File: config.mk
export PLATFORM = sky130hd
export DESIGN_NAME = pdcd_controller
export DESIGN_NICKNAME = d
export VERILOG_FILES = /design/src/pdcd_pkg.sv /design/src/pdcd_controller.sv
export SDC_FILE = /design/constraint.sdc
export NUM_CORES = 1
export LEC_CHECK = 0
export BUFFER_PORTS_ARGS = -buffer_cell sky130_fd_sc_hd__buf_2
export CORE_MARGIN = 4
export CORE_UTILIZATION = 50
export DETAILED_ROUTE_END_ITERATION = 16
export GPL_TIMING_DRIVEN = 0
export PLACE_DENSITY = 0.82
export SLEW_MARGIN = 20
export SYNTH_ARGS = -nofsm -noshare
export SYNTH_HDL_FRONTEND = slang
export SYNTH_SLANG_ARGS = --single-unit
File: constraint.sdc
create_clock -name clk -period 4.5 [get_ports clk]
set_clock_uncertainty 0.05 [all_clocks]
set_input_delay 0.675 -clock clk [delete_from_list [all_inputs] [get_ports clk]]
set_output_delay 0.675 -clock clk [all_outputs]
set_load 0.05 [all_outputs]
File: src/pdcd_pkg.sv
// shared types, constants and color upscale function for the palette chunk decoder
`default_nettype none

package pdcd_pkg;

	localparam int unsigned PALETTE_ENTRIES_DEF = 256;

	localparam logic [7:0] SKIP_FLAG   = 8'h80;
	localparam logic [7:0] SKIP_MASK   = 8'h7f;
	localparam logic [7:0] COPY_FLAG   = 8'h40;
	localparam logic [7:0] VALUE_MASK  = 8'h3f;
	localparam int unsigned UPSCALE_DIV = 16;

	typedef struct packed {
		logic take;
		logic start;
		logic skip;
		logic set_copy;
		logic set_src;
		logic set_red;
		logic set_green;
		logic set_blue;
		logic mem_read;
		logic copy_wr;
		logic copy_drop;
		logic blue_wr;
		logic null_out;
		logic mark_last;
		logic mark_done;
		logic commit;
	} dp_cmd_t;

	typedef struct packed {
		logic byte_zero;
		logic byte_skip;
		logic byte_copy;
		logic rem_one;
		logic pos_full;
		logic cnt_zero;
		logic copy_ok;
		logic copy_last;
		logic out_free;
	} dp_status_t;

	function automatic logic [7:0] upscale(input logic [5:0] v);
		logic [7:0] wide;
		wide = {v, 2'b00};
		return wide + 8'(v / UPSCALE_DIV);
	endfunction

endpackage

`default_nettype wire

File: src/pdcd_controller.sv
// command parser state machine for the palette chunk decoder
`default_nettype none

module pdcd_controller (
	input  wire logic                 clk,
	input  wire logic                 arst_n,
	input  wire logic                 chunk_valid,
	output logic                      chunk_stall,
	input  wire pdcd_pkg::dp_status_t status,
	output pdcd_pkg::dp_cmd_t         cmd
);
	import pdcd_pkg::*;

	typedef enum logic [3:0] {
		ST_LEN,
		ST_CMD,
		ST_CIDX,
		ST_GREEN,
		ST_BLUE,
		ST_CP_RD,
		ST_CP_WR,
		ST_BLUE_WR,
		ST_NULL
	} state_t;

	state_t state_q;
	state_t state_d;
	logic   done_q;
	logic   done_d;
	logic   emit_q;
	logic   emit_d;

	always_comb begin
		cmd         = '0;
		state_d     = state_q;
		done_d      = done_q;
		emit_d      = emit_q;
		chunk_stall = 1'b1;
		case (state_q)
			ST_LEN: begin
				chunk_stall = 1'b0;
				if (chunk_valid) begin
					cmd.take  = 1'b1;
					cmd.start = 1'b1;
					state_d   = status.byte_zero ? ST_NULL : ST_CMD;
				end
			end
			ST_CMD: begin
				chunk_stall = 1'b0;
				if (chunk_valid) begin
					cmd.take = 1'b1;
					if (status.pos_full) begin
						// palette full, byte is padding
						state_d = status.rem_one ? ST_NULL : ST_CMD;
					end else if (status.byte_skip) begin
						cmd.skip = 1'b1;
						state_d  = status.rem_one ? ST_NULL : ST_CMD;
					end else if (status.byte_copy) begin
						cmd.set_copy = 1'b1;
						state_d      = status.rem_one ? ST_NULL : ST_CIDX;
					end else begin
						cmd.set_red = 1'b1;
						state_d     = status.rem_one ? ST_NULL : ST_GREEN;
					end
				end
			end
			ST_CIDX: begin
				chunk_stall = 1'b0;
				if (chunk_valid) begin
					cmd.take    = 1'b1;
					cmd.set_src = 1'b1;
					done_d      = status.rem_one;
					emit_d      = 1'b0;
					state_d     = ST_CP_RD;
				end
			end
			ST_GREEN: begin
				chunk_stall = 1'b0;
				if (chunk_valid) begin
					cmd.take      = 1'b1;
					cmd.set_green = 1'b1;
					state_d       = status.rem_one ? ST_NULL : ST_BLUE;
				end
			end
			ST_BLUE: begin
				chunk_stall = 1'b0;
				if (chunk_valid) begin
					cmd.take     = 1'b1;
					cmd.set_blue = 1'b1;
					done_d       = status.rem_one;
					state_d      = ST_BLUE_WR;
				end
			end
			ST_CP_RD: begin
				if (status.cnt_zero) begin
					if (!done_q) begin
						state_d = ST_CMD;
					end else if (emit_q) begin
						cmd.commit = 1'b1;
						state_d    = ST_LEN;
					end else begin
						state_d = ST_NULL;
					end
				end else if (status.copy_ok) begin
					cmd.mem_read = 1'b1;
					state_d      = ST_CP_WR;
				end else begin
					cmd.copy_drop = 1'b1;
				end
			end
			ST_CP_WR: begin
				if (status.out_free) begin
					cmd.copy_wr   = 1'b1;
					cmd.mark_last = status.copy_last;
					cmd.mark_done = status.copy_last && done_q;
					emit_d        = 1'b1;
					state_d       = ST_CP_RD;
				end
			end
			ST_BLUE_WR: begin
				if (status.pos_full) begin
					state_d = done_q ? ST_NULL : ST_CMD;
				end else if (status.out_free) begin
					cmd.blue_wr   = 1'b1;
					cmd.mark_last = 1'b1;
					cmd.mark_done = done_q;
					cmd.commit    = done_q;
					state_d       = done_q ? ST_LEN : ST_CMD;
				end
			end
			ST_NULL: begin
				if (status.out_free) begin
					cmd.null_out = 1'b1;
					cmd.commit   = 1'b1;
					state_d      = ST_LEN;
				end
			end
			default: begin
				state_d = ST_LEN;
			end
		endcase
	end

	always_ff @(posedge clk or negedge arst_n) begin
		if (!arst_n) begin
			state_q <= ST_LEN;
			done_q  <= 1'b0;
			emit_q  <= 1'b0;
		end else begin
			state_q <= state_d;
			done_q  <= done_d;
			emit_q  <= emit_d;
		end
	end

endmodule

`default_nettype wire

==> flow_summary_export.csv, run 1 <==
group,metric,value,unit
outcome,status,"completed",
cells_and_area,final_cell_area,899.6,um2
cells_and_area,syn2layout_area_growth,25.26,%
placed_design,port_buffers,28,
setup_path,regToRegSetupSlack,2.68,ns
cells_and_area,nets,138,
synth,synthCells,93,
setup_path,cp_top_family,"compound AO/OA/AOI/OAI gates",
power_and_ir_drop,power_frac_seq,18.6,%
global_route,overflow,0,
cells_and_area,multi_input_area,503.0,um2
drt,routed_wl,1963,um
drt,routedWlPerCell,14.12,um
synth,yosys_register_bits,6,
cells_and_area,diodes,0,
cts,cts_sinks,6,
drt,first_pass_iters,4,
synth,synth_commonest_cells,"nor2_1, inv_1, nand2_1, dfrtp_1, nor3_1",
drt,vias,825,
setup_path,slowest_delay,0.44,ns
drt,drc,0,
timing,fin_setup_tns,0,ns
setup_path,crit_buf_inv,2,
setup_path,rr_endpoint,"state_q[1]",
timing,drv_slew,0,
setup_path,cp_slowest_cell,"nor4b_2",
placed_design,placed_area,877.1,um2
cts,cts_tree,"yes",
floorplanning,rows,13,
placed_design,hpwl,1600,um
global_route,antenna_found_initial,0,
synth,synth_largest_area_cell,"dfrtp_1",
global_route,grt_pass1_wl,3187,um
synth,ys.flop_type,"dfrtp_1",
timing,worstMarginPinSlew,0.4488,ns
global_route,grt_max_degree,11,
power_and_ir_drop,leakage,0.4678,nW
floorplanning,die_y,45.90,um
floorplanning,fp.dieArea,2107,um2
run,drv_cap,0,
setup_path,cp.required,3.77,ns
global_route,grtUsageTotal,21.01,%
synth,synth.cell_area,718.2,um2
floorplanning,initial_core_util,53.85,%
floorplanning,coreArea,1334,um2
power_and_ir_drop,ir_drop,0.0004270,V
setup_path,critPathLaunchType,"register",
setup_path,cp_cell_sequence,"buf_6 > nor4b_2 > a21oi_1 > o31ai_1 > a32o_1 > buf_2",
setup_path,r2r-start,"state_q[0]",
power_and_ir_drop,p_int,282.7,uW
synth,avgSynthCellArea,7.722,um2
timing,fin_crit,2.724,ns
timing,post-route-period-util,60.53,%
timing,hold_viol,0,
floorplanning,io_pins,29,
synth,synthTopCellsByArea,"dfrtp_1, nor2_1, inv_1",
synth,synth_cell_type_count,39,
cells_and_area,regArea,150.1,um2
cts,cts_resized,0,
timing,max_freq,367.1,MHz
timing,hold_slack,0.1978,ns
synth,synth_top_area_share,20.91,%
synth,synth_enable_flop_cells,0,
drt,vias_per_cell,5.935,
timing,setup_violations,0,
power_and_ir_drop,power.total,629.7,uW
synth,synth_warnings,0,
setup_path,r2r_cells,5,
setup_path,end_kind,"output pin",
cells_and_area,drive_gt1_share,37.10,%
cts,clockRootBuffer,"clkbuf_4",
cts,h-tree-depth,1,
synth,syn_nets,105,
power_and_ir_drop,p_sw,346.9,uW
cts,path_clk_slew,0.04,ns
synth,yosysSeqAreaShare,20.91,%
power_and_ir_drop,p_per_area,700.0,nW/um2
drt,drt_iter0_drc,26,
placed_design,place_congestion,0.9126,
setup_path,worstPathArrival,2.00,ns
hold_path,hold_path.class,"input port to async pin",
cells_and_area,num-fill-cells,123,
setup_path,worstPathMaxFanout,10,
floorplanning,die_w,45.90,um
cts,clockBufferDepth,2,
power_and_ir_drop,pwr-share-clk,7.3,%
cts,hold_buffers,0,
setup_path,crit_type,"register to output pin",
timing,rsz0062_at_grt,"no",
cts,cts_buffers,3,
power_and_ir_drop,combPwrFrac,74.0,%
timing,relSlewSlack,70.00,%
global_route,grt_pass1_vias,727,
power_and_ir_drop,switching_share,55.10,%
drt,detail-route-antenna-nets,0,
synth,synth.most_common_cell,"nor2_1",
cts,clk_latency,0.23,ns
synth,ys_async_sr_fraction,100.0,%
cts,cts_setup_buffers,0,
==> worst max-delay path by stage <==
| stage | startpoint | end | slack [ns] | cells past startpoint |
|---|---|---|---|---|
| floorplan | status[4] | cmd[1] | 1.29 | 4 |
| global placement | chunk_valid | cmd[12] | 1.98 | 5 |
| detailed placement | chunk_valid | cmd[12] | 1.94 | 5 |
| CTS | state_q[0] | cmd[0] | 1.79 | 6 |
| global route | state_q[0] | cmd[0] | 1.66 | 6 |
| finish | state_q[0] | cmd[0] | 1.78 | 6 |
==> final cells by class <==
cell class / count / share of cell area [%]
flip-flops and latches: 6 / 16.69
repair buffers: 28 / 15.58
multi-input cells: 73 / 55.91
clock buffers: 3 / 2.503
inverters: 9 / 3.755
well taps: 15 / 2.086
plain buffers: 5 / 3.477
==> cells by family after synthesis <==
kind of cell              synth area share [%]
AOI/OAI and AO/OA                        23.00
xor gates and xnor gates                 1.220
buffers and inverters                    9.059
DFF                                      20.91
muxes                                    5.749
and+or+nand+nor                          40.07
==> layer usage <==
layer / global-route usage [%] / vias up / part of all wire, %
li1: - / 398 / -
met1: 26.97 / 391 / 40
met2: 33.52 / 34 / 50
met3: 3.162 / 2 / 9.5
met4: 10.80 / 0 / 0.76
met5: 0 / - / 0
==> power by group through the flow <==
stage          clock network (mW)  registers, mW  logic [mW]
2_1_floorplan                   0          0.105       0.374
3_3_place_gp                    0          0.115       0.450
3_5_place_dp                    0          0.116       0.460
4_1_cts                    0.0485          0.115       0.463
5_1_grt                    0.0504          0.122       0.506
6_report                   0.0461          0.117       0.466
==> through the flow <==
step,std cells,worst slack (ns),utilization (%)
after floorplan,93,1.289,-
after global placement,136,1.979,65.76
after detailed placement,136,1.936,65.76
after CTS,139,1.789,67.45
after global routing,139,1.660,67.45
final,139,1.776,67.45
==> placed cells by master (no fill, tap or decap), types with 2 or more instances in the layout <==
cell	n
a21oi_1	3
nand2b_1	3
nor3b_1	2
clkbuf_4	3
inv_1	9
buf_2	32
and3_1	3
nor3_1	6
o21ai_0	5
dfrtp_1	6
or3b_1	2
nor2_1	13
nand2_1	9
mux2_4	2
==> sequential cells by signal, summed over array words and instances, names as in the netlist <==
signal	count
emit_q	1
state_q	4
done_q	1
No activity file was read; power rests on OpenSTA's default activity.
==> inputs of run 2 (changes only) <==
--- a/config.mk
+++ b/config.mk
@@ -7,10 +7,10 @@
 export LEC_CHECK = 0
 export BUFFER_PORTS_ARGS = -buffer_cell sky130_fd_sc_hd__buf_2
 export CORE_MARGIN = 4
-export CORE_UTILIZATION = 50
+export CORE_UTILIZATION = 42
 export DETAILED_ROUTE_END_ITERATION = 16
 export GPL_TIMING_DRIVEN = 0
-export PLACE_DENSITY = 0.82
+export PLACE_DENSITY = 0.74
 export SLEW_MARGIN = 20
 export SYNTH_ARGS = -nofsm -noshare
 export SYNTH_HDL_FRONTEND = slang
==> constraint.sdc (replaced) <==
create_clock -name clk -period 2.4 [get_ports clk]
set_clock_uncertainty 0.05 [all_clocks]
set_input_delay 0.36 -clock clk [delete_from_list [all_inputs] [get_ports clk]]
set_output_delay 0.36 -clock clk [all_outputs]
set_load 0.05 [all_outputs]
==> flow_summary_export.csv, run 2 (synthesized netlist as in run 1, its figures left out) <==
group,metric,value,unit
cells_and_area,final_cell_area,942.2,um2
placed_design,placed_area,889.6,um2
cells_and_area,nets,139,
cells_and_area,mostFrequentLayoutCells,"buf_2, nor2_1, nand2_1, inv_1, clkbuf_4",
global_route,grt_pass1_wl,3588,um
cells_and_area,largest_register,"state_q",
timing,fin_crit,2.270,ns
cts,cts_tree,"yes",
floorplanning,io_pins,29,
floorplanning,coreArea,1559,um2
setup_path,crit_type,"register to output pin",
global_route,overflow,0,
floorplanning,die_w,49.35,um
cts,clockRootBuffer,"clkbuf_4",
drt,vias,823,
global_route,grt_pass1_vias,812,
timing,fin_setup_tns,0,ns
cells_and_area,diodes,0,
cells_and_area,final_cells,141,
setup_path,cp_slowest_cell,"dfrtp_1",
timing,hold_viol,0,
cells_and_area,drive_gt1_share,39.20,%
setup_path,cp.required,1.99,ns
floorplanning,rows,14,
global_route,grtUsageTotal,18.71,%
timing,relSlewSlack,76.75,%
cells_and_area,largest_registers,"state_q x4, done_q x1, emit_q x1",
hold_path,hold_path.class,"input port to register",
drt,vias_per_cell,5.837,
placed_design,post-place-cells,137,
timing,post-route-period-util,94.59,%
power_and_ir_drop,leakage,0.4751,nW
timing,worst_slack,0.1299,ns
cells_and_area,final_common_cell,"buf_2",
cts,h-tree-depth,1,
drt,detail-route-antenna-nets,0,
placed_design,place_ws,0.3061,ns
drt,first_pass_iters,4,
timing,rsz0062_at_grt,"no",
run,drv_cap,0,
cts,path_clk_slew,0.04,ns
cells_and_area,fin_util,60.43,%
cts,cts_setup_buffers,0,
global_route,grt_max_degree,11,
power_and_ir_drop,ir_drop,0.0006519,V
cts,clk_latency,0.24,ns
placed_design,place_congestion,0.9244,
timing,setup_violations,0,
setup_path,worstPathMaxFanout,8,
floorplanning,fp.dieArea,2435,um2
floorplanning,die_y,49.35,um
outcome,status,"completed",
drt,drt_iter0_drc,24,
setup_path,cp_cell_sequence,"nor4b_4 > a21oi_1 > o31ai_1 > a32o_1 > buf_2",
cells_and_area,syn2layout_area_growth,31.18,%
drt,drc,0,
power_and_ir_drop,p_per_area,1283,nW/um2
setup_path,end_kind,"output pin",
drt,routedWlPerCell,14.89,um
setup_path,worstPathArrival,1.86,ns
timing,worstMarginPinSlew,0.3460,ns
cells_and_area,largest_reg_flops,4,
cts,cts_buffers,3,
timing,hold_slack,0.3791,ns
placed_design,hpwl,1629,um
cts,clockBufferDepth,2,
timing,max_freq,440.5,MHz
timing,drv_slew,0,
global_route,antenna_found_initial,0,
setup_path,critPathLaunchType,"register",
floorplanning,initial_core_util,46.07,%
power_and_ir_drop,power.total,1.209,mW
setup_path,slowest_delay,0.49,ns
cts,cts_sinks,6,
placed_design,port_buffers,28,
drt,routed_wl,2100,um
[run 2: changes by cell type in the layout (fill, tap and decap cells not counted), sizes merged]
cell,previous run,this run
clkbuf,3,6
buf,33,30
dlygate4sd3,0,1
[run 2: worst paths after layout]
kind	to	cells after the start	start	slack [ns]
max	cmd[0]	5	state_q[1]	0.13
min	done_q	2	status[5]	0.38
max reg2reg	state_q[2]	4	state_q[1]	0.65
min reg2reg	emit_q	2	emit_q	0.53
max in group asynchronous	state_q[2]	2	arst_n	1.72
min in group asynchronous	state_q[3]	2	arst_n	0.43
[run 2: final cells by class]
class | instances | area (um2)
Fill cell | 144 | 616.8
Buffer | 5 | 31.28
Timing Repair Buffer | 29 | 157.7
Sequential cell | 6 | 151.4
Clock buffer | 3 | 22.52
Multi-Input combinational cell | 73 | 525.5
Tap cell | 16 | 20.02
Inverter | 9 | 33.78
[run 2: repair_timing]
item,4_1_cts,5_1_grt
setup endpoints to repair,0,4
hold buffers,1,0
resized for setup,0,6
endpoints found under the hold margin,6,0
[run 2: where the power goes]
group | switching, mW | internal [mW] | total [mW] | leakage [nW]
registers | 0.0791 | 0.153 | 0.232 | 0.0714
clock network | 0.0344 | 0.0564 | 0.0908 | 0.0138
logic | 0.553 | 0.333 | 0.886 | 0.390
total | 0.667 | 0.542 | 1.21 | 0.475
[run 2: worst max-delay path, delay by kind of cell (launching register included)]
kind / cells / cell delay [ns]
compound gates: 3 / 0.49
simple gates: 1 / 0.38
flops: 1 / 0.49
buf+inv: 1 / 0.26
[run 2: metal layers]
metal  track usage (%)  wire length (um)
met5                 0                 0
met4             6.635                27
met3             4.893               151
met2             30.58               999
met1             23.42               922
